File: config.mk
export PLATFORM = sky130hd
export DESIGN_NAME = sprite_frame_sequencer
export DESIGN_NICKNAME = d
export VERILOG_FILES = /design/src/sv/sfs_pkg.sv /design/src/sv/sprite_frame_sequencer.sv /design/src/sv/sfs_divider.sv /design/src/sv/sfs_out_stage.sv
export SDC_FILE = /design/constraint.sdc
export NUM_CORES = 1
export LEC_CHECK = 0
export BUFFER_PORTS_ARGS = -buffer_cell sky130_fd_sc_hd__buf_4
export CORE_MARGIN = 2
export CORE_UTILIZATION = 40
export CTS_CLUSTER_SIZE = 30
export DETAILED_ROUTE_END_ITERATION = 6
export PLACE_DENSITY = 0.66
export RECOVER_POWER = 100
export SLEW_MARGIN = 40
export SYNTH_ARGS = -nofsm -noshare
export SYNTH_HDL_FRONTEND = slang
export SYNTH_SLANG_ARGS = --single-unit
File: constraint.sdc
create_clock -name clk -period 7.5 [get_ports clk]
set_input_delay 0.75 -clock clk [delete_from_list [all_inputs] [get_ports clk]]
set_output_delay 0.75 -clock clk [all_outputs]
set_load 0.02 [all_outputs]
File: src/sv/sfs_pkg.sv
`default_nettype none
package sfs_pkg;

  // Fixed field widths
  localparam int ACTION_W  = 2;
  localparam int ELAPSED_W = 16;
  localparam int DIR_W     = 4;
  localparam int INDEX_W   = 12;
  localparam int ALPHA_W   = 8;
  localparam int MODE_W    = 4;
  localparam int PERIOD_W  = 16;
  localparam int FRAMES_W  = 8;
  localparam int NDIRS_W   = 5;
  localparam int ACCUM_W   = 32;
  localparam int CFG_IDX_W = 3;
  localparam int CFG_DATA_W = 16;

  // Shared divider widths
  localparam int DIV_W  = 32;
  localparam int DVSR_W = 16;

  // Default parameter values
  localparam int MAX_DIRS_DEF           = 16;
  localparam int MAX_FRAMES_PER_DIR_DEF = 255;

  localparam logic [ALPHA_W-1:0] ALPHA_FULL = 8'd255;
  localparam logic [ACCUM_W-1:0] ACCUM_SAT  = 32'hFFFF_FFFF;

  // Command codes
  localparam logic [ACTION_W-1:0] ACT_TICK    = 2'd0;
  localparam logic [ACTION_W-1:0] ACT_RESTART = 2'd1;
  localparam logic [ACTION_W-1:0] ACT_TURN    = 2'd2;

  // Play mode codes
  localparam logic [MODE_W-1:0] MODE_LOOP       = 4'd0;
  localparam logic [MODE_W-1:0] MODE_PINGPONG   = 4'd1;
  localparam logic [MODE_W-1:0] MODE_STOP       = 4'd2;
  localparam logic [MODE_W-1:0] MODE_STOP_DIE   = 4'd3;
  localparam logic [MODE_W-1:0] MODE_HIDE       = 4'd4;
  localparam logic [MODE_W-1:0] MODE_FADEOUT    = 4'd5;
  localparam logic [MODE_W-1:0] MODE_WAITLOOP   = 4'd6;
  localparam logic [MODE_W-1:0] MODE_STOP_FIRST = 4'd7;
  localparam logic [MODE_W-1:0] MODE_HOLD       = 4'd8;

  // Register indexes
  localparam logic [CFG_IDX_W-1:0] CFG_PLAY_MODE   = 3'd0;
  localparam logic [CFG_IDX_W-1:0] CFG_PERIOD      = 3'd1;
  localparam logic [CFG_IDX_W-1:0] CFG_FRAMES      = 3'd2;
  localparam logic [CFG_IDX_W-1:0] CFG_NUM_DIRS    = 3'd3;
  localparam logic [CFG_IDX_W-1:0] CFG_FADE_TIME   = 3'd4;
  localparam logic [CFG_IDX_W-1:0] CFG_DESCENDING  = 3'd5;

  // Request to the shared divider
  typedef struct packed {
    logic              start;
    logic [DIV_W-1:0]  dividend;
    logic [DVSR_W-1:0] divisor;
  } div_req_t;

  // Playback state handed to the output stage
  typedef struct packed {
    logic [FRAMES_W-1:0] frame_offset;
    logic [DIR_W-1:0]    current_dir;
    logic [ALPHA_W-1:0]  alpha;
    logic                stopped;
    logic                hidden;
    logic                reverse;
  } play_state_t;

  // Frames in one run: zero counts as one, clamp to the maximum
  function automatic logic [FRAMES_W-1:0] run_len(input logic [FRAMES_W-1:0] frames,
                                                   input logic [FRAMES_W-1:0] max_frames);
    logic [FRAMES_W-1:0] f;
    f = frames;
    if (f == '0) f = FRAMES_W'(1);
    if (f > max_frames) f = max_frames;
    return f;
  endfunction

endpackage
`default_nettype wire

File: src/sv/sprite_frame_sequencer.sv
`default_nettype none
// Sprite animation frame sequencer.
// Input words arrive on s_axis: tuser carries the command (tick, restart,
// turn), tdata the elapsed milliseconds and the target direction. Each
// accepted word gives exactly one result word on m_axis: frame index, alpha
// and the stopped, visible, reverse and last-frame flags.
// The user must write registers through cfg_we/cfg_index/cfg_data only
// while idle; the block does not enforce this. Restart, turn and ticks
// that do not reach a frame boundary go from EXEC (ticks via CHECK) to
// FINISH. A tick that crosses a boundary runs one 32-step shift-subtract
// division in DIVIDE to get the number of frame steps, then STEP; a
// fade-out step runs the same divider a second time for the alpha value.
// One word is worked at a time and s_axis_tready is high only between
// words, so the next word is taken in the cycle after the previous result
// is loaded. The result sits in an output register, so the next word is
// accepted while it waits. If the receiver stalls with a second result
// ready, the block holds that result and takes no new word until the
// register frees. Reset (rst, synchronous) restores register defaults,
// clears playback state, sets alpha to full and drops m_axis_tvalid.
module sprite_frame_sequencer #(
  parameter int MAX_DIRS           = sfs_pkg::MAX_DIRS_DEF,
  parameter int MAX_FRAMES_PER_DIR = sfs_pkg::MAX_FRAMES_PER_DIR_DEF
) (
  input  wire logic                           clk,
  input  wire logic                           rst,
  input  wire logic                           s_axis_tvalid,
  output logic                                s_axis_tready,
  // elapsed_ms[15:0], direction[19:16], zero fill [23:20]
  input  wire logic [23:0]                    s_axis_tdata,
  // action[1:0]
  input  wire logic [sfs_pkg::ACTION_W-1:0]   s_axis_tuser,
  output logic                                m_axis_tvalid,
  input  wire logic                           m_axis_tready,
  // frame_index[11:0], alpha[19:12], stopped[20], visible[21],
  // playing_back[22], at_last_frame[23]
  output logic [23:0]                         m_axis_tdata,
  input  wire logic                           cfg_we,
  input  wire logic [sfs_pkg::CFG_IDX_W-1:0]  cfg_index,
  input  wire logic [sfs_pkg::CFG_DATA_W-1:0] cfg_data
);
  import sfs_pkg::*;

  typedef enum logic [5:0] {
    ST_IDLE   = 6'b000001,
    ST_EXEC   = 6'b000010,
    ST_CHECK  = 6'b000100,
    ST_DIVIDE = 6'b001000,
    ST_STEP   = 6'b010000,
    ST_FINISH = 6'b100000
  } state_t;

  // Fade wait shares the divider; tracked by a flag beside ST_DIVIDE
  state_t state;
  logic   fading;

  // Configuration
  logic [MODE_W-1:0]   play_mode;
  logic [PERIOD_W-1:0] frame_period_ms;
  logic [FRAMES_W-1:0] frames_per_dir;
  logic [NDIRS_W-1:0]  num_dirs;
  logic [PERIOD_W-1:0] fade_time_ms;
  logic                descending;

  // Playback state
  logic [FRAMES_W-1:0] frame_offset;
  logic [DIR_W-1:0]    current_dir;
  logic [ACCUM_W-1:0]  time_accum;
  logic [ACCUM_W-1:0]  over_time;
  logic                stopped;
  logic                reverse;
  logic                hidden;
  logic [ALPHA_W-1:0]  alpha;

  // Latched command
  logic [ACTION_W-1:0]  in_action;
  logic [ELAPSED_W-1:0] in_elapsed;
  logic [DIR_W-1:0]     in_dir;
  logic [DIV_W-1:0]     steps;

  // Divider link
  div_req_t          div_req;
  logic              div_busy;
  logic              div_done;
  logic [DIV_W-1:0]  div_quo;
  logic [DVSR_W-1:0] div_rem;

  // Output link
  play_state_t snap;
  logic        out_free;
  logic        out_load;

  // Combinational helpers
  logic [FRAMES_W-1:0] f;
  logic [FRAMES_W-1:0] last;
  logic [ACCUM_W:0]    accum_sum;
  logic [ACCUM_W:0]    over_sum;
  logic [ACCUM_W-1:0]  accum_add;
  logic [ACCUM_W-1:0]  over_add;
  logic                rev_sub;
  logic [DIV_W+1:0]    pos;
  logic                pos_neg;
  logic                pos_past;
  logic [DIR_W-1:0]    turn_dir;
  logic [PERIOD_W-1:0] fade_left;
  logic [DIV_W-1:0]    fade_num;

  always_comb begin
    f         = run_len(frames_per_dir, FRAMES_W'(MAX_FRAMES_PER_DIR));
    last      = f - FRAMES_W'(1);
    accum_sum = {1'b0, time_accum} + (ACCUM_W+1)'(in_elapsed);
    over_sum  = {1'b0, over_time} + (ACCUM_W+1)'(in_elapsed);
    accum_add = accum_sum[ACCUM_W] ? ACCUM_SAT : accum_sum[ACCUM_W-1:0];
    over_add  = over_sum[ACCUM_W] ? ACCUM_SAT : over_sum[ACCUM_W-1:0];
    rev_sub   = (play_mode == MODE_PINGPONG) && reverse;
    if (rev_sub)
      pos = (DIV_W+2)'(frame_offset) - (DIV_W+2)'(steps);
    else
      pos = (DIV_W+2)'(frame_offset) + (DIV_W+2)'(steps);
    pos_neg  = pos[DIV_W+1];
    pos_past = ~pos_neg && (pos >= (DIV_W+2)'(f));
    if ((NDIRS_W'(in_dir) >= num_dirs) || (NDIRS_W'(in_dir) >= NDIRS_W'(MAX_DIRS)))
      turn_dir = '0;
    else
      turn_dir = in_dir;
    // remaining fade time times 255 as a shift and subtract
    fade_left = fade_time_ms - over_time[PERIOD_W-1:0];
    fade_num  = DIV_W'({fade_left, 8'd0}) - DIV_W'(fade_left);
  end

  assign s_axis_tready = (state == ST_IDLE);
  assign out_load      = (state == ST_FINISH) && out_free;

  // Write configuration registers
  always_ff @(posedge clk) begin
    if (rst) begin
      play_mode       <= MODE_LOOP;
      frame_period_ms <= PERIOD_W'(100);
      frames_per_dir  <= FRAMES_W'(1);
      num_dirs        <= NDIRS_W'(8);
      fade_time_ms    <= '0;
      descending      <= 1'b0;
    end else if (cfg_we) begin
      unique case (cfg_index)
        CFG_PLAY_MODE:  play_mode       <= cfg_data[MODE_W-1:0];
        CFG_PERIOD:     frame_period_ms <= cfg_data[PERIOD_W-1:0];
        CFG_FRAMES:     frames_per_dir  <= cfg_data[FRAMES_W-1:0];
        CFG_NUM_DIRS:   num_dirs        <= cfg_data[NDIRS_W-1:0];
        CFG_FADE_TIME:  fade_time_ms    <= cfg_data[PERIOD_W-1:0];
        CFG_DESCENDING: descending      <= cfg_data[0];
        default: ;
      endcase
    end
  end

  // Latch the command word
  always_ff @(posedge clk) begin
    if (s_axis_tvalid && s_axis_tready) begin
      in_action  <= s_axis_tuser;
      in_elapsed <= s_axis_tdata[ELAPSED_W-1:0];
      in_dir     <= s_axis_tdata[ELAPSED_W+DIR_W-1:ELAPSED_W];
    end
  end

  // Sequence one command, using the shared divider for frame steps and fade
  always_ff @(posedge clk) begin
    if (rst) begin
      state         <= ST_IDLE;
      fading        <= 1'b0;
      div_req.start <= 1'b0;
      frame_offset  <= '0;
      current_dir   <= '0;
      time_accum    <= '0;
      over_time     <= '0;
      stopped       <= 1'b0;
      reverse       <= 1'b0;
      hidden        <= 1'b0;
      alpha         <= ALPHA_FULL;
    end else begin
      div_req.start <= 1'b0;
      unique case (state)
        ST_IDLE: begin
          if (s_axis_tvalid) state <= ST_EXEC;
        end
        ST_EXEC: begin
          state <= ST_FINISH;
          case (in_action)
            ACT_TICK: begin
              if (play_mode == MODE_STOP_FIRST) begin
                stopped <= 1'b1;
              end else if (!stopped) begin
                time_accum <= accum_add;
                if (frame_offset >= last) over_time <= over_add;
                state <= ST_CHECK;
              end
            end
            ACT_RESTART: begin
              frame_offset <= '0;
              time_accum   <= '0;
              over_time    <= '0;
              stopped      <= 1'b0;
              reverse      <= 1'b0;
              hidden       <= 1'b0;
            end
            ACT_TURN: begin
              if (turn_dir != current_dir) begin
                current_dir <= turn_dir;
                time_accum  <= '0;
                over_time   <= '0;
              end
            end
            default: ;
          endcase
        end
        ST_CHECK: begin
          if ((frame_period_ms == '0) || (time_accum <= ACCUM_W'(frame_period_ms))) begin
            state <= ST_FINISH;
          end else begin
            div_req.start    <= 1'b1;
            div_req.dividend <= time_accum - ACCUM_W'(1);
            div_req.divisor  <= frame_period_ms;
            fading           <= 1'b0;
            state            <= ST_DIVIDE;
          end
        end
        ST_DIVIDE: begin
          if (div_done) begin
            if (fading) begin
              alpha <= div_quo[ALPHA_W-1:0];
              state <= ST_FINISH;
            end else begin
              steps      <= div_quo;
              time_accum <= ACCUM_W'(div_rem) + ACCUM_W'(1);
              state      <= ST_STEP;
            end
          end
        end
        ST_STEP: begin
          state <= ST_FINISH;
          if (reverse && pos_neg) begin
            frame_offset <= (f >= FRAMES_W'(2)) ? FRAMES_W'(1) : '0;
            reverse      <= 1'b0;
          end else if (pos_past) begin
            case (play_mode) inside
              MODE_LOOP: begin
                frame_offset <= '0;
                stopped      <= 1'b0;
              end
              MODE_PINGPONG: begin
                frame_offset <= (f >= FRAMES_W'(2)) ? (f - FRAMES_W'(2)) : '0;
                reverse      <= 1'b1;
              end
              MODE_STOP, MODE_STOP_DIE: begin
                frame_offset <= last;
                stopped      <= 1'b1;
              end
              MODE_HIDE: begin
                frame_offset <= last;
                stopped      <= 1'b1;
                hidden       <= 1'b1;
              end
              MODE_FADEOUT: begin
                frame_offset <= last;
                if (over_time >= ACCUM_W'(fade_time_ms)) begin
                  stopped <= 1'b1;
                end else begin
                  div_req.start    <= 1'b1;
                  div_req.dividend <= fade_num;
                  div_req.divisor  <= fade_time_ms;
                  fading           <= 1'b1;
                  state            <= ST_DIVIDE;
                end
              end
              MODE_WAITLOOP: frame_offset <= '0;
              default: ;
            endcase
          end else begin
            frame_offset <= pos[FRAMES_W-1:0];
          end
        end
        ST_FINISH: begin
          if (out_free) state <= ST_IDLE;
        end
        default: state <= ST_IDLE;
      endcase
    end
  end

  sfs_divider u_divider (
    .clk       (clk),
    .rst       (rst),
    .req       (div_req),
    .busy      (div_busy),
    .done      (div_done),
    .quotient  (div_quo),
    .remainder (div_rem)
  );

  assign snap = '{frame_offset: frame_offset, current_dir: current_dir, alpha: alpha,
                  stopped: stopped, hidden: hidden, reverse: reverse};

  sfs_out_stage #(
    .MAX_FRAMES_PER_DIR (MAX_FRAMES_PER_DIR)
  ) u_out_stage (
    .clk            (clk),
    .rst            (rst),
    .load           (out_load),
    .snap           (snap),
    .frames_per_dir (frames_per_dir),
    .descending     (descending),
    .free           (out_free),
    .m_axis_tvalid  (m_axis_tvalid),
    .m_axis_tready  (m_axis_tready),
    .m_axis_tdata   (m_axis_tdata)
  );

  // A result waiting on a stalled receiver keeps the sequencer parked
  a_finish_holds: assert property (@(posedge clk) disable iff (rst)
    (state == ST_FINISH) && !out_free |=> (state == ST_FINISH))
    else $error("sequencer left FINISH with the output register full");

  // The divider only finishes while the sequencer waits for it
  a_div_done_wait: assert property (@(posedge clk) disable iff (rst)
    div_done |-> (state == ST_DIVIDE))
    else $error("divider finished outside the divide wait");

  // A new division is never requested while one is running
  a_div_no_overlap: assert property (@(posedge clk) disable iff (rst)
    div_req.start |-> !div_busy)
    else $error("divider restarted while busy");

  // A tick in stop-first mode always ends playback
  a_stop_first: assert property (@(posedge clk) disable iff (rst)
    (state == ST_EXEC) && (in_action == ACT_TICK) && (play_mode == MODE_STOP_FIRST)
    |=> stopped)
    else $error("stop-first tick did not stop playback");

endmodule
`default_nettype wire

File: src/sv/sfs_divider.sv
`default_nettype none
module sfs_divider (
  input  wire logic                       clk,
  input  wire logic                       rst,
  input  wire sfs_pkg::div_req_t          req,
  output logic                            busy,
  output logic                            done,
  output logic [sfs_pkg::DIV_W-1:0]       quotient,
  output logic [sfs_pkg::DVSR_W-1:0]      remainder
);
  import sfs_pkg::*;

  localparam int CNT_W = $clog2(DIV_W + 1);

  logic [CNT_W-1:0]  count;
  logic [DVSR_W-1:0] dvsr;
  logic [DVSR_W-1:0] rem;
  logic [DIV_W-1:0]  quo;
  logic [DVSR_W:0]   shifted;
  logic [DVSR_W:0]   diff;
  logic              fits;
  logic [DVSR_W-1:0] rem_next;

  // One restoring step: shift in the next dividend bit, try a subtract
  always_comb begin
    shifted  = {rem, quo[DIV_W-1]};
    diff     = shifted - {1'b0, dvsr};
    fits     = ~diff[DVSR_W];
    rem_next = fits ? diff[DVSR_W-1:0] : shifted[DVSR_W-1:0];
  end

  // Sequence the steps
  always_ff @(posedge clk) begin
    if (rst) begin
      busy  <= 1'b0;
      done  <= 1'b0;
      count <= '0;
    end else begin
      done <= 1'b0;
      if (req.start) begin
        busy  <= 1'b1;
        count <= CNT_W'(DIV_W);
      end else if (busy) begin
        count <= count - CNT_W'(1);
        if (count == CNT_W'(1)) begin
          busy <= 1'b0;
          done <= 1'b1;
        end
      end
    end
  end

  // Hold the partial remainder and quotient
  always_ff @(posedge clk) begin
    if (req.start) begin
      rem  <= '0;
      quo  <= req.dividend;
      dvsr <= req.divisor;
    end else if (busy) begin
      rem <= rem_next;
      quo <= {quo[DIV_W-2:0], fits};
    end
  end

  assign quotient  = quo;
  assign remainder = rem;

endmodule
`default_nettype wire

File: src/sv/sfs_out_stage.sv
`default_nettype none
module sfs_out_stage #(
  parameter int MAX_FRAMES_PER_DIR = sfs_pkg::MAX_FRAMES_PER_DIR_DEF
) (
  input  wire logic                         clk,
  input  wire logic                         rst,
  input  wire logic                         load,
  input  wire sfs_pkg::play_state_t         snap,
  input  wire logic [sfs_pkg::FRAMES_W-1:0] frames_per_dir,
  input  wire logic                         descending,
  output logic                              free,
  output logic                              m_axis_tvalid,
  input  wire logic                         m_axis_tready,
  // frame_index[11:0], alpha[19:12], stopped[20], visible[21],
  // playing_back[22], at_last_frame[23]
  output logic [23:0]                       m_axis_tdata
);
  import sfs_pkg::*;

  logic [FRAMES_W-1:0] f;
  logic [FRAMES_W-1:0] last;
  logic [FRAMES_W-1:0] shown;
  logic [INDEX_W-1:0]  base;
  logic [INDEX_W-1:0]  frame_index;

  // Form the displayed frame from direction base and offset
  always_comb begin
    f     = run_len(frames_per_dir, FRAMES_W'(MAX_FRAMES_PER_DIR));
    last  = f - FRAMES_W'(1);
    if (descending)
      shown = (snap.frame_offset <= last) ? (last - snap.frame_offset) : '0;
    else
      shown = snap.frame_offset;
    base        = INDEX_W'(snap.current_dir) * INDEX_W'(f);
    frame_index = base + INDEX_W'(shown);
  end

  assign free = ~m_axis_tvalid | m_axis_tready;

  // Hold the word until the receiver takes it
  always_ff @(posedge clk) begin
    if (rst) begin
      m_axis_tvalid <= 1'b0;
    end else if (load) begin
      m_axis_tvalid <= 1'b1;
    end else if (m_axis_tready) begin
      m_axis_tvalid <= 1'b0;
    end
  end

  always_ff @(posedge clk) begin
    if (load) begin
      m_axis_tdata <= {(snap.frame_offset == last), snap.reverse, ~snap.hidden,
                       snap.stopped, snap.alpha, frame_index};
    end
  end

endmodule
`default_nettype wire
==> metrics.log, run 1 <==
INFO  metric outcome = finished with violations
INFO  metric violations = max-capacitance violations, max-slew violations
INFO  metric syn2layout_area_growth = 9.82%
INFO  metric drv_cap = 7
INFO  metric portBuffers = 71
INFO  metric number_of_vias_after_detailed_routing = 19,980
INFO  metric finalHoldViolCount = 0
INFO  metric yosys_register_bits = 344
INFO  metric grt_first_pass_wirelength = 109 mm
INFO  metric synth-main-ff-cell = sky130_fd_sc_hd__edfxtp_1
INFO  metric synth_simple_gate_area_frac = 0.181
INFO  metric synth_top_family_by_area = compound AO/OA/AOI/OAI gates
INFO  metric worstHoldPathType = input pin to register
INFO  metric fin_util = 0.446
INFO  metric layout-drive-gt1-share = 0.0765
INFO  metric power_density = 190 mW/mm^2
INFO  metric postSynthCellCount = 2,625
INFO  metric vdd_drop_max = 0.165 mV
INFO  metric synth-seq-area-share = 0.366
INFO  metric synth_xor_area_frac = 0.0613
INFO  metric drtIter0Drc = 1,695
INFO  metric cts_buffer_depth = 3
INFO  metric clkLatencyLatePin = 580 ps
INFO  metric rsz0062_at_grt = no
INFO  metric slew_headroom = -1.32
INFO  metric yosys.area_share.adder = 0.113
INFO  metric final_cell_count_no_fill = 3,447
INFO  metric critPathRequiredTime = 7770 ps
INFO  metric multi_input_area = 0.0137 sq mm
INFO  metric tritoncts_clock_tree = done
INFO  metric synth_compound_gate_area_share = 0.192
INFO  metric synthesis.area_per_instance = 8.98 sq um
INFO  metric fp.dieArea = 0.0609 sq mm
INFO  metric fin_tns_setup = 0 ps
INFO  metric gr-usage-all-layers = 0.226
INFO  metric pre_cts_ws = 1170 ps
INFO  metric synthMuxAreaShare = 0.0340
INFO  metric worst_ep_arrival_time = 7010 ps
INFO  metric pin_count = 76
INFO  metric die_width = 247 um
INFO  metric cts.htree.levels = 2
INFO  metric place_inst = 3,369
INFO  metric drt_pass1_iterations = 5
INFO  metric cts-resized-gates = 0
INFO  metric synth_area = 0.0236 sq mm
INFO  metric clkSlewWorstSetupHoldPaths = 60 ps
INFO  metric post_cts.repair.setup_buffers = 0
INFO  metric post-route-min-period = 6740 ps
INFO  metric worst-setup-path-type = register to register
INFO  metric nets = 2,894
INFO  metric timing.hold.ws = 370 ps
INFO  metric post-dp-hpwl = 53.5 mm
INFO  metric starting_density_of_the_core = 0.406
INFO  metric ctsHoldBuffers = 0
INFO  metric fillCellCount = 5,591
INFO  metric antenna_left = 0
INFO  metric slew_of_the_pin_with_the_lowest_slew_margin = 3490 ps
INFO  metric synth_top_cell_by_area = sky130_fd_sc_hd__edfxtp_1
INFO  metric critical_path_peak_fanout = 38
INFO  metric synth.distinct_cells = 95
INFO  metric synthesis.nets = 2,871
INFO  metric grt_pass1_vias = 19,318
INFO  metric synth_area_leaders = sky130_fd_sc_hd__edfxtp_1 22%, sky130_fd_sc_hd__dfxtp_1 14%, sky130_fd_sc_hd__ha_1 9.0%
INFO  metric ys.warnings.count = 0
INFO  metric viasPerCell = 5.80
INFO  metric die_y = 247 um
INFO  metric register_area = 0.00863 sq mm
INFO  metric yosysTopAreaCellShare = 0.222
INFO  metric largest_clock_skew_in_the_final_design = 38.4 ps
INFO  metric grt_antenna_before_repair = 0
INFO  metric cts_num_sinks = 344
INFO  metric leakage = 9.82 nW
INFO  metric setup.worst_path.end_class = register
INFO  metric timing.final.crit_share = 0.899
INFO  metric cts_inserted_buffers = 41
INFO  metric fp-row-count = 88
INFO  metric finish_stage_setup_viols = 0
INFO  metric routed_wire_length_per_instance = 20.2 um
INFO  metric detail_route.wirelength = 69.8 mm
INFO  metric timing.fmax = 148 MHz
INFO  metric drc = 0
INFO  metric placeableCoreArea = 0.0580 sq mm
INFO  metric synth_common_cells = 234 x sky130_fd_sc_hd__nand2_1, 208 x sky130_fd_sc_hd__nor2_1, 195 x sky130_fd_sc_hd__inv_1
INFO  metric yosys.cell_count.top_type = sky130_fd_sc_hd__nand2_1
INFO  metric synth_edf_count = 174
INFO  metric root_buffer = sky130_fd_sc_hd__clkbuf_16
INFO  metric finalWorstSetupSlack = 756 ps
INFO  metric postSynth.asyncResetShare = 0
INFO  metric routabilityCongestion = 0.977
INFO  metric grt-ovfl-total = 0
INFO  metric startpoint_type_of_the_worst_setup_path = register
INFO  metric maximum_number_of_pins_on_one_net_before_global_route_repair = 67
INFO  metric timing_max_transition_violations_final = 271
## worst max-delay path, stage by stage, from the launching register on
cell and delay (ps):
sky130_fd_sc_hd__edfxtp_1 440, sky130_fd_sc_hd__inv_1 130, sky130_fd_sc_hd__ha_1 240, sky130_fd_sc_hd__nand2b_1 170
sky130_fd_sc_hd__a221o_1 300, sky130_fd_sc_hd__a21oi_1 590, sky130_fd_sc_hd__o311a_1 240, sky130_fd_sc_hd__o31ai_1 70
sky130_fd_sc_hd__xnor2_1 270, sky130_fd_sc_hd__inv_1 90, sky130_fd_sc_hd__ha_1 310, sky130_fd_sc_hd__a21oi_1 150
sky130_fd_sc_hd__o31ai_1 160, sky130_fd_sc_hd__a211oi_1 200, sky130_fd_sc_hd__nand4b_1 120, sky130_fd_sc_hd__nor3_1 210
sky130_fd_sc_hd__o2111a_1 230, sky130_fd_sc_hd__nand4_1 90, sky130_fd_sc_hd__nor4_1 1230, sky130_fd_sc_hd__and2_0 450
sky130_fd_sc_hd__or3_4 510, sky130_fd_sc_hd__o21ai_0 200
## area by class of cell
cell class | count | area share
Antenna cell | 1 | 0.0000967
Clock buffer | 56 | 0.0442
Clock inverter | 20 | 0.00817
Inverter | 197 | 0.0286
Multi-Input combinational cell | 1970 | 0.527
Sequential cell | 344 | 0.333
Tap cell | 765 | 0.0370
Timing Repair Buffer | 94 | 0.0212
## worst paths after layout
check	from	end	slack, ps	depth (start not counted)
worst max-delay path	steps[1]	div_req[24]	760	21
worst max register to register	steps[1]	div_req[24]	760	21
worst min register to register	div_req[15]	u_divider.dvsr[15]	430	0
worst min-delay path	s_axis_tdata[0]	in_elapsed[0]	370	1
## state kept, by name, summed over array words and instances (netlist names), 24 cells and up
signal	cells
div_req	49
over_time	32
steps	32
time_accum	32
u_divider.quotient	32
u_out_stage.m_axis_tdata	24
## layout by cell type (no fill, tap or decap), drive strengths merged, types with 37 or more instances in the layout
cell type,synthesis,routed
a21oi,167,167
inv,195,200
mux2i,43,43
xnor2,113,113
nand2,234,234
a21o,42,42
o21ai,140,140
xor2,51,51
nor4,37,37
ha,170,170
nor3,60,60
clkbuf,88,117
dfxtp,170,170
nand3,58,58
nor2b,37,37
nor2,208,208
nand4,40,40
a211oi,48,48
edfxtp,174,174
o22ai,57,57
## power by group
part	switching, W	internal (W)
registers	0.0000652	0.00200
clock network	0.000826	0.00118
logic	0.000480	0.000353
## through the flow
step                instance area, sq um  power (W)
finish                             25900    0.00491
global placement                   24700    0.00291
floorplan                          23600    0.00271
global route                       25900    0.00511
detailed placement                 24800    0.00294
CTS                                26200    0.00496
## cells by family (layout without fill, tap and decap cells)
kind of cell / count (synthesis) / in the layout
fa+ha+maj: 197 / 197
mux: 76 / 76
compound gates: 676 / 676
flops: 344 / 344
xor+xnor: 164 / 164
simple gates: 857 / 857
other cells: 0 / 1
buf+inv: 311 / 367
## routing by layer
metal  global-route usage  routed length (um)  up-vias
met3               0.0313                4120      135
met2                0.378               32500      672
met4               0.0884                2680        0
met5                    0                   0        -
met1                0.295               30500     9568
li1                     -                   -     9605
No activity file was read; power rests on OpenSTA's default activity.
==> run 2, diff against run 1 <==
==> constraint.sdc (replaced) <==
create_clock -name clk -period 6.75 [get_ports clk]
set_input_delay 0.675 -clock clk [delete_from_list [all_inputs] [get_ports clk]]
set_output_delay 0.675 -clock clk [all_outputs]
set_load 0.02 [all_outputs]
==> run 2 against run 1 <==
Sequential share of layout area about the same. The run still ends with max-capacitance violations, max-slew violations left. Sequential power is 11% higher. Critical endpoint is now div_req[40]. Critical path depth increased by 1. Wire length shrank 0.12%. Global-route usage about the same. Die area unchanged. Largest cell class unchanged. Setup slack worse by 140 ps. Combinational power grew 11%. Worst hold slack worse by 58 ps. Clock power is 4% higher.
==> metrics.log, run 2 (same netlist as run 1, synthesis figures left out) <==
INFO  metric gr-usage-all-layers = 0.226 (about the same)
INFO  metric worstSetupStartpoint = steps[1] (unchanged)
INFO  metric fp.dieArea = 0.0609 sq mm (unchanged)
INFO  metric power.total = 0.00532 W (was 0.00491 W)
INFO  metric cts_num_sinks = 344 (unchanged)
INFO  metric path_common_cell = sky130_fd_sc_hd__a21oi_1
INFO  metric clkLatencyLatePin = 560 ps (was 580 ps)
INFO  metric slew_headroom = -1.13 (was -1.32)
INFO  metric crit_path_top_delay_cell = sky130_fd_sc_hd__a21oi_1 (was sky130_fd_sc_hd__nor4_1)
INFO  metric power_density = 206 mW/mm^2 (was 190 mW/mm^2)
INFO  metric layout-drive-gt1-share = 0.0768 (was 0.0765)
INFO  metric grt-ovfl-total = 0 (unchanged)
INFO  metric slew_of_the_pin_with_the_lowest_slew_margin = 3190 ps (was 3490 ps)
INFO  metric final_cell_mix = 234 x sky130_fd_sc_hd__nand2_1, 205 x sky130_fd_sc_hd__nor2_1, 195 x sky130_fd_sc_hd__inv_1 (was 234 x sky130_fd_sc_hd__nand2_1, 206 x sky130_fd_sc_hd__nor2_1, 195 x sky130_fd_sc_hd__inv_1)
INFO  metric largest_register_ffs = 49 (unchanged)
INFO  metric routed_wire_length_per_instance = 20.2 um (about the same)
INFO  metric post_cts.repair.setup_buffers = 0 (unchanged)
INFO  metric worst-setup-path-type = register to register (unchanged)
INFO  metric largest-register = div_req (unchanged)
INFO  metric setup.worst_path.end_class = register (unchanged)
INFO  metric timing.critical_path.depth = 22 (was 21)
INFO  metric routabilityCongestion = 0.994 (was 0.977)
INFO  metric starting_density_of_the_core = 0.406 (unchanged)
INFO  metric fillCellCount = 5,646 (was 5,591)
INFO  metric wl_met2 = 32.3 mm (was 32.5 mm)
INFO  metric rsz0062_at_grt = no (unchanged)
INFO  metric crit_path_cell_trace = inv_1, ha_1, nand2b_1, a221o_1, a21oi_1, o311a_1, o31ai_1, xnor2_1, inv_1, ha_1, a21oi_1, o31ai_1, a211oi_1, nand4b_1, nor3_1, o2111a_1, nand4_1, nor4_4, a21oi_1, o22ai_1, nor2_4, clkbuf_4 (was inv_1, ha_1, nand2b_1, a221o_1, a21oi_1, o311a_1, o31ai_1, xnor2_1, inv_1, ha_1, a21oi_1, o31ai_1, a211oi_1, nand4b_1, nor3_1, o2111a_1, nand4_1, nor4_1, and2_0, or3_4, o21ai_0)
INFO  metric grt_pass1_vias = 19,570 (was 19,318)
INFO  metric worstReg2RegStart = steps[1] (unchanged)
INFO  metric tritoncts_clock_tree = done (unchanged)
INFO  metric number_of_vias_after_detailed_routing = 20,236 (was 19,980)
INFO  metric wl_met1 = 29.7 mm (was 30.5 mm)
INFO  metric worst_ep_arrival_time = 6300 ps (was 7010 ps)
INFO  metric antenna_left = 0 (unchanged)
INFO  metric finalHoldViolCount = 0 (unchanged)
INFO  metric drv_cap = 6 (was 7)
INFO  metric drtIter0Drc = 1,832 (was 1,695)
INFO  metric cts-resized-gates = 0 (unchanged)
INFO  metric grt_first_pass_wirelength = 109 mm (about the same)
INFO  metric timing.final.crit_share = 0.909 (was 0.899)
INFO  metric leakage = 9.80 nW (was 9.82 nW)
INFO  metric pin_count = 76 (unchanged)
INFO  metric violations = max-capacitance violations, max-slew violations (unchanged)
INFO  metric ctsHoldBuffers = 0 (unchanged)
INFO  metric worstHoldPathType = input pin to register (unchanged)
INFO  metric finish_stage_setup_viols = 0 (unchanged)
INFO  metric post-route-min-period = 6140 ps (was 6740 ps)
INFO  metric placeableCoreArea = 0.0580 sq mm (unchanged)
INFO  metric syn2layout_area_growth = 9.67% (was 9.82%)
INFO  metric fp-row-count = 88 (unchanged)
INFO  metric timing.fmax = 163 MHz (was 148 MHz)
INFO  metric root_buffer = sky130_fd_sc_hd__clkbuf_16 (unchanged)
INFO  metric fin_tns_setup = 0 ps (unchanged)
INFO  metric mostFrequentLayoutCell = sky130_fd_sc_hd__nand2_1 (unchanged)
INFO  metric worstReg2RegEnd = div_req[40] (was div_req[24])
INFO  metric drc = 0 (unchanged)
INFO  metric die_width = 247 um (unchanged)
INFO  metric detailroute.wirelength.met3 = 4.93 mm (was 4.12 mm)
INFO  metric cp_top_family = compound AO/OA/AOI/OAI gates (was simple AND/OR/NAND/NOR gates)
INFO  metric reg2regPathDepth = 22 (was 21)
INFO  metric post-dp-hpwl = 53.5 mm (about the same)
INFO  metric viasPerCell = 5.87 (was 5.80)
INFO  metric die_y = 247 um (unchanged)
INFO  metric clkSlewWorstSetupHoldPaths = 60 ps (about the same)
INFO  metric nets = 2,898 (was 2,894)
INFO  metric timing.critical_path.slowest_cell_delay = 590 ps (was 1230 ps)
INFO  metric cts_buffer_depth = 3 (unchanged)
INFO  metric worst_hold_startpoint = s_axis_tdata[3] (was s_axis_tdata[0])
INFO  metric cts.htree.levels = 2 (unchanged)
INFO  metric crit_path_end = div_req[40] (was div_req[24])
INFO  metric vdd_drop_max = 0.184 mV (was 0.165 mV)
INFO  metric r2r_setup_slack = 610 ps (was 760 ps)
INFO  metric critPathRequiredTime = 6920 ps (was 7770 ps)
INFO  metric drt_pass1_iterations = 6 (was 5)
INFO  metric largest_clock_skew_in_the_final_design = 23.1 ps (was 38.4 ps)
INFO  metric critPathBufInv = 3 (was 2)
INFO  metric startpoint_type_of_the_worst_setup_path = register (unchanged)
INFO  metric timing_max_transition_violations_final = 262 (was 271)
INFO  metric detail_route.wirelength = 69.7 mm (was 69.8 mm)
INFO  metric portBuffers = 71 (unchanged)
INFO  metric outcome = finished with violations (unchanged)
INFO  metric grt_antenna_before_repair = 2 (was 0)
INFO  metric cts_inserted_buffers = 41 (unchanged)
INFO  metric critical_path_peak_fanout = 48 (was 38)
INFO  metric highest-signal-layer = met4 (unchanged)
INFO  metric maximum_number_of_pins_on_one_net_before_global_route_repair = 61 (was 67)
==> run 2: how the worst min path moves through the flow <==
stage	slack [ps]	end	cells past startpoint
CTS	270	in_dir[3]	1
detailed placement	410	u_divider.dvsr[4]	0
floorplan	400	u_divider.dvsr[0]	0
global route	290	in_elapsed[0]	1
global placement	410	u_divider.dvsr[15]	0
finish	310	in_elapsed[3]	1
==> run 2: final cells by class <==
cell class	count	area (sq um)	area share
antenna	1	2.50	0.0000968
clock buffer	58	1130	0.0438
clock inverter	16	123	0.00474
inverter	197	739	0.0286
multi-input combinational	1970	13700	0.530
sequential	344	8630	0.334
tap	765	957	0.0370
timing repair buffer	98	578	0.0224
==> run 2: through the flow <==
step	util	instance area [sq um]	setup slack (ps)	hold WS [ps]	cells
4_1_cts	0.450	26100	737	266	3448
3_3_place_gp	0.427	24800	856	411	3374
3_5_place_dp	0.428	24800	782	412	3374
2_1_floorplan	-	23600	558	400	2625
5_1_grt	0.445	25800	34.7	294	3448
6_report	0.445	25800	614	312	3449
==> run 2: report_power, final <==
group | leakage [nW] | switching [W] | internal, W | total [W]
combinational | 6.22 | 0.000533 | 0.000393 | 0.000926
clock | 0.602 | 0.000893 | 0.00121 | 0.00210
sequential | 2.98 | 0.0000718 | 0.00222 | 0.00230
==> run 2: layer usage <==
layer	vias to the layer above	GRT usage
met5	-	0
li1	9601	-
met2	826	0.374
met1	9660	0.300
met3	149	0.0289
met4	0	0.0897
==> run 2: worst register-to-register path: cells and delay by family, from the launching register on <==
kind | cells | cell delay (ps)
AO/OA/AOI/OAI | 10 | 2520
XOR/XNOR | 1 | 240
adder cells (fa/ha/maj) | 2 | 580
buffers and inverters | 3 | 760
flip-flops | 1 | 440
AND/OR/NAND/NOR | 6 | 1190
==> run 3, diff against run 2 <==
--- a/config.mk
+++ b/config.mk
@@ -10,6 +10,7 @@
 export CORE_UTILIZATION = 40
 export CTS_CLUSTER_SIZE = 30
 export DETAILED_ROUTE_END_ITERATION = 6
+export MAX_ROUTING_LAYER = met4
 export PLACE_DENSITY = 0.66
 export RECOVER_POWER = 100
 export SLEW_MARGIN = 40
==> run 3 against run 2 <==
The flow still finishes with violations (max-capacitance violations, max-slew violations). Maximum frequency is 1.5% higher. Critical endpoint is now u_out_stage.m_axis_tdata[11]. Sequential cell count is the same. Setup slack improved by 91 ps. Non-clock buffer count grew 4. Core utilization is 0.10 points higher. Combinational power fell by 1%. Clock skew hardly changed. Critical path depth grew 7. Highest routed layer unchanged. Largest cell class unchanged.
==> metrics.log, run 3 (same netlist as run 1, synthesis figures left out) <==
INFO  metric outcome = finished with violations (unchanged)
INFO  metric violations = max-capacitance violations, max-slew violations (unchanged)
INFO  metric gr-usage-all-layers = 0.241 (was 0.226)
INFO  metric largest-register = div_req (unchanged)
INFO  metric clkSlewWorstSetupHoldPaths = 60 ps (about the same)
INFO  metric viasPerCell = 5.81 (was 5.87)
INFO  metric mostFrequentLayoutCell = sky130_fd_sc_hd__nand2_1 (unchanged)
INFO  metric placeableCoreArea = 0.0580 sq mm (unchanged)
INFO  metric finalHoldViolCount = 0 (unchanged)
INFO  metric cts-resized-gates = 0 (unchanged)
INFO  metric antenna_cells_inserted = 0 (was 1)
INFO  metric die_width = 247 um (unchanged)
INFO  metric sw_frac_of_total = 0.281 (about the same)
INFO  metric critPathRequiredTime = 7060 ps (was 6920 ps)
INFO  metric p_seq_frac = 0.422 (was 0.431)
INFO  metric timing_max_transition_violations_final = 232 (was 262)
INFO  metric fp-row-count = 88 (unchanged)
INFO  metric vdd_drop_max = 0.163 mV (was 0.184 mV)
INFO  metric startpoint_type_of_the_worst_setup_path = register (unchanged)
INFO  metric busiest_metal_layer_after_global_routing = met2 (unchanged)
INFO  metric routabilityCongestion = 0.970 (was 0.994)
INFO  metric worst-setup-path-type = register to register (unchanged)
INFO  metric setup.worst_path.end_class = register (unchanged)
INFO  metric combPwrFrac = 0.169 (was 0.174)
INFO  metric cts_inserted_buffers = 42 (was 41)
INFO  metric power.total = 0.00544 W (was 0.00532 W)
INFO  metric fillCellCount = 5,629 (was 5,646)
INFO  metric finish_stage_setup_viols = 0 (unchanged)
INFO  metric drv_cap = 5 (was 6)
INFO  metric p_int = 0.00391 W (was 0.00382 W)
INFO  metric worstReg2RegStart = frames_per_dir[4] (was steps[1])
INFO  metric power_switching = 0.00153 W (was 0.00150 W)
INFO  metric cp_top_family = simple AND/OR/NAND/NOR gates (was compound AO/OA/AOI/OAI gates)
INFO  metric timing.critical_path.slowest_cell_delay = 500 ps (was 590 ps)
INFO  metric met1_usage_in_global_routing = 0.310 (was 0.300)
INFO  metric drc = 0 (unchanged)
INFO  metric cts_num_sinks = 344 (unchanged)
INFO  metric largest_clock_skew_in_the_final_design = 23.3 ps (was 23.1 ps)
INFO  metric grt-ovfl-total = 0 (unchanged)
INFO  metric fin_tns_setup = 0 ps (unchanged)
INFO  metric critPathBufInv = 2 (was 3)
INFO  metric groute.layer.met3.usage = 0.0333 (was 0.0289)
INFO  metric pwr-share-clk = 0.409 (was 0.395)
INFO  metric leakage = 9.86 nW (was 9.80 nW)
INFO  metric routed_wire_length_per_instance = 20.7 um (was 20.2 um)
INFO  metric rsz0062_at_grt = no (unchanged)
INFO  metric grt_antenna_before_repair = 0 (was 2)
INFO  metric layout-drive-gt1-share = 0.0781 (was 0.0768)
INFO  metric drtIter0Drc = 1,448 (was 1,832)
INFO  metric post-route-min-period = 6040 ps (was 6140 ps)
INFO  metric slew_of_the_pin_with_the_lowest_slew_margin = 3250 ps (was 3190 ps)
INFO  metric final_cell_mix = 234 x sky130_fd_sc_hd__nand2_1, 205 x sky130_fd_sc_hd__nor2_1, 195 x sky130_fd_sc_hd__inv_1 (unchanged)
INFO  metric cts_buffer_depth = 3 (unchanged)
INFO  metric grt_first_pass_wirelength = 112 mm (was 109 mm)
INFO  metric worstHoldPathType = input pin to register (unchanged)
INFO  metric ctsHoldBuffers = 0 (unchanged)
INFO  metric cts.htree.levels = 2 (unchanged)
INFO  metric post_cts.repair.setup_buffers = 0 (unchanged)
INFO  metric critical_path_peak_fanout = 10 (was 48)
INFO  metric worstSetupStartpoint = frames_per_dir[4] (was steps[1])
INFO  metric starting_density_of_the_core = 0.406 (unchanged)
INFO  metric grt_use_met2 = 0.389 (was 0.374)
INFO  metric worst_hold_path.num_cells = 1 (unchanged)
INFO  metric r2r_setup_slack = 710 ps (was 610 ps)
INFO  metric drt_pass1_iterations = 5 (was 6)
INFO  metric fp.dieArea = 0.0609 sq mm (unchanged)
INFO  metric grt_pass1_vias = 19,467 (was 19,570)
INFO  metric crit_path_end = u_out_stage.m_axis_tdata[11] (was div_req[40])
INFO  metric antenna_left = 0 (unchanged)
INFO  metric worst_ep_arrival_time = 6360 ps (was 6300 ps)
INFO  metric path_common_cell = sky130_fd_sc_hd__nor2_1 (was sky130_fd_sc_hd__a21oi_1)
INFO  metric reg2regPathDepth = 29 (was 22)
INFO  metric pin_count = 76 (unchanged)
INFO  metric die_y = 247 um (unchanged)
INFO  metric post-dp-hpwl = 54.9 mm (was 53.5 mm)
INFO  metric timing.final.crit_share = 0.896 (was 0.909)
INFO  metric timing.fmax = 165 MHz (was 163 MHz)
INFO  metric clkLatencyLatePin = 580 ps (was 560 ps)
INFO  metric nets = 2,903 (was 2,898)
INFO  metric detail_route.wirelength = 71.4 mm (was 69.7 mm)
INFO  metric slew_headroom = -1.17 (was -1.13)
INFO  metric portBuffers = 71 (unchanged)
INFO  metric worstReg2RegEnd = u_out_stage.m_axis_tdata[11] (was div_req[40])
INFO  metric syn2layout_area_growth = 9.92% (was 9.67%)
INFO  metric maximum_number_of_pins_on_one_net_before_global_route_repair = 61 (unchanged)
INFO  metric crit_path_top_delay_cell = sky130_fd_sc_hd__fa_1 (was sky130_fd_sc_hd__a21oi_1)
INFO  metric largest_register_ffs = 49 (unchanged)
INFO  metric power_density = 210 mW/mm^2 (was 206 mW/mm^2)
INFO  metric tritoncts_clock_tree = done (unchanged)
INFO  metric root_buffer = sky130_fd_sc_hd__clkbuf_16 (unchanged)
INFO  metric timing.critical_path.depth = 29 (was 22)
INFO  metric number_of_vias_after_detailed_routing = 20,089 (was 20,236)
-- run 3: cell types whose count changed in the layout (fill, tap and decap cells not counted), moves of 2 or more --
cell / previous run / this run
sky130_fd_sc_hd__clkinv_4: 2 / 0
sky130_fd_sc_hd__inv_6: 0 / 3
sky130_fd_sc_hd__clkinv_2: 4 / 8
sky130_fd_sc_hd__clkbuf_4: 21 / 19
sky130_fd_sc_hd__clkbuf_8: 2 / 0
sky130_fd_sc_hd__a2111oi_1: 0 / 2
sky130_fd_sc_hd__nor4_2: 3 / 0
sky130_fd_sc_hd__and2_1: 26 / 28
sky130_fd_sc_hd__nor4_1: 32 / 35
sky130_fd_sc_hd__bufinv_16: 1 / 3
sky130_fd_sc_hd__clkbuf_1: 56 / 51
sky130_fd_sc_hd__buf_4: 35 / 42
-- run 3: layout make-up --
class	instances	area (sq um)	share of cell area
timing repair buffer	102	612	0.0236
multi-input combinational	1970	13600	0.527
sequential	344	8630	0.333
tap	765	957	0.0369
inverter	197	739	0.0285
clock inverter	24	214	0.00826
clock buffer	53	1110	0.0430
-- run 3: worst reg2reg max path: cells and delay by family, from the launching register on --
kind / cells / cell delay (ps)
AO/OA/AOI/OAI: 10 / 1520
XOR/XNOR: 2 / 310
adder cells (fa/ha/maj): 4 / 1560
buffers and inverters: 2 / 350
flip-flops: 1 / 420
AND/OR/NAND/NOR: 11 / 1630
-- run 3: stage by stage --
stage                     cell area (sq um)  setup WS, ps  cells  hold WS (ps)   util
after floorplan                       23600           558   2625           400      -
after global placement                24800           794   3378           409  0.428
after detailed placement              24900           767   3378           405  0.428
after CTS                             26200           739   3455           250  0.451
after global routing                  25900           141   3455           282  0.447
final                                 25900           705   3455           302  0.447
-- run 3: routing by layer --
| layer | up-vias | share of wire |
|---|---|---|
| li1 | 9619 | - |
| met1 | 9646 | 0.44 |
| met3 | 142 | 0.059 |
| met2 | 682 | 0.46 |
| met5 | - | 0 |
| met4 | 0 | 0.037 |
-- run 3: worst min-delay path by stage --
stage | startpoint | to
global route | s_axis_tdata[6] | in_elapsed[6]
CTS | s_axis_tdata[11] | in_elapsed[11]
finish | s_axis_tdata[11] | in_elapsed[11]
detailed placement | div_req[1] | u_divider.dvsr[1]
floorplan | div_req[0] | u_divider.dvsr[0]
global placement | div_req[1] | u_divider.dvsr[1]
-- run 3: power groups by stage --
stage                     sequential (W)  clock [W]  combinational [W]
after global routing             0.00230    0.00237            0.00101
after detailed placement         0.00233          0           0.000916
after global placement           0.00233          0           0.000902
after CTS                        0.00229    0.00227           0.000922
after floorplan                  0.00231          0           0.000704
final                            0.00229    0.00223           0.000917
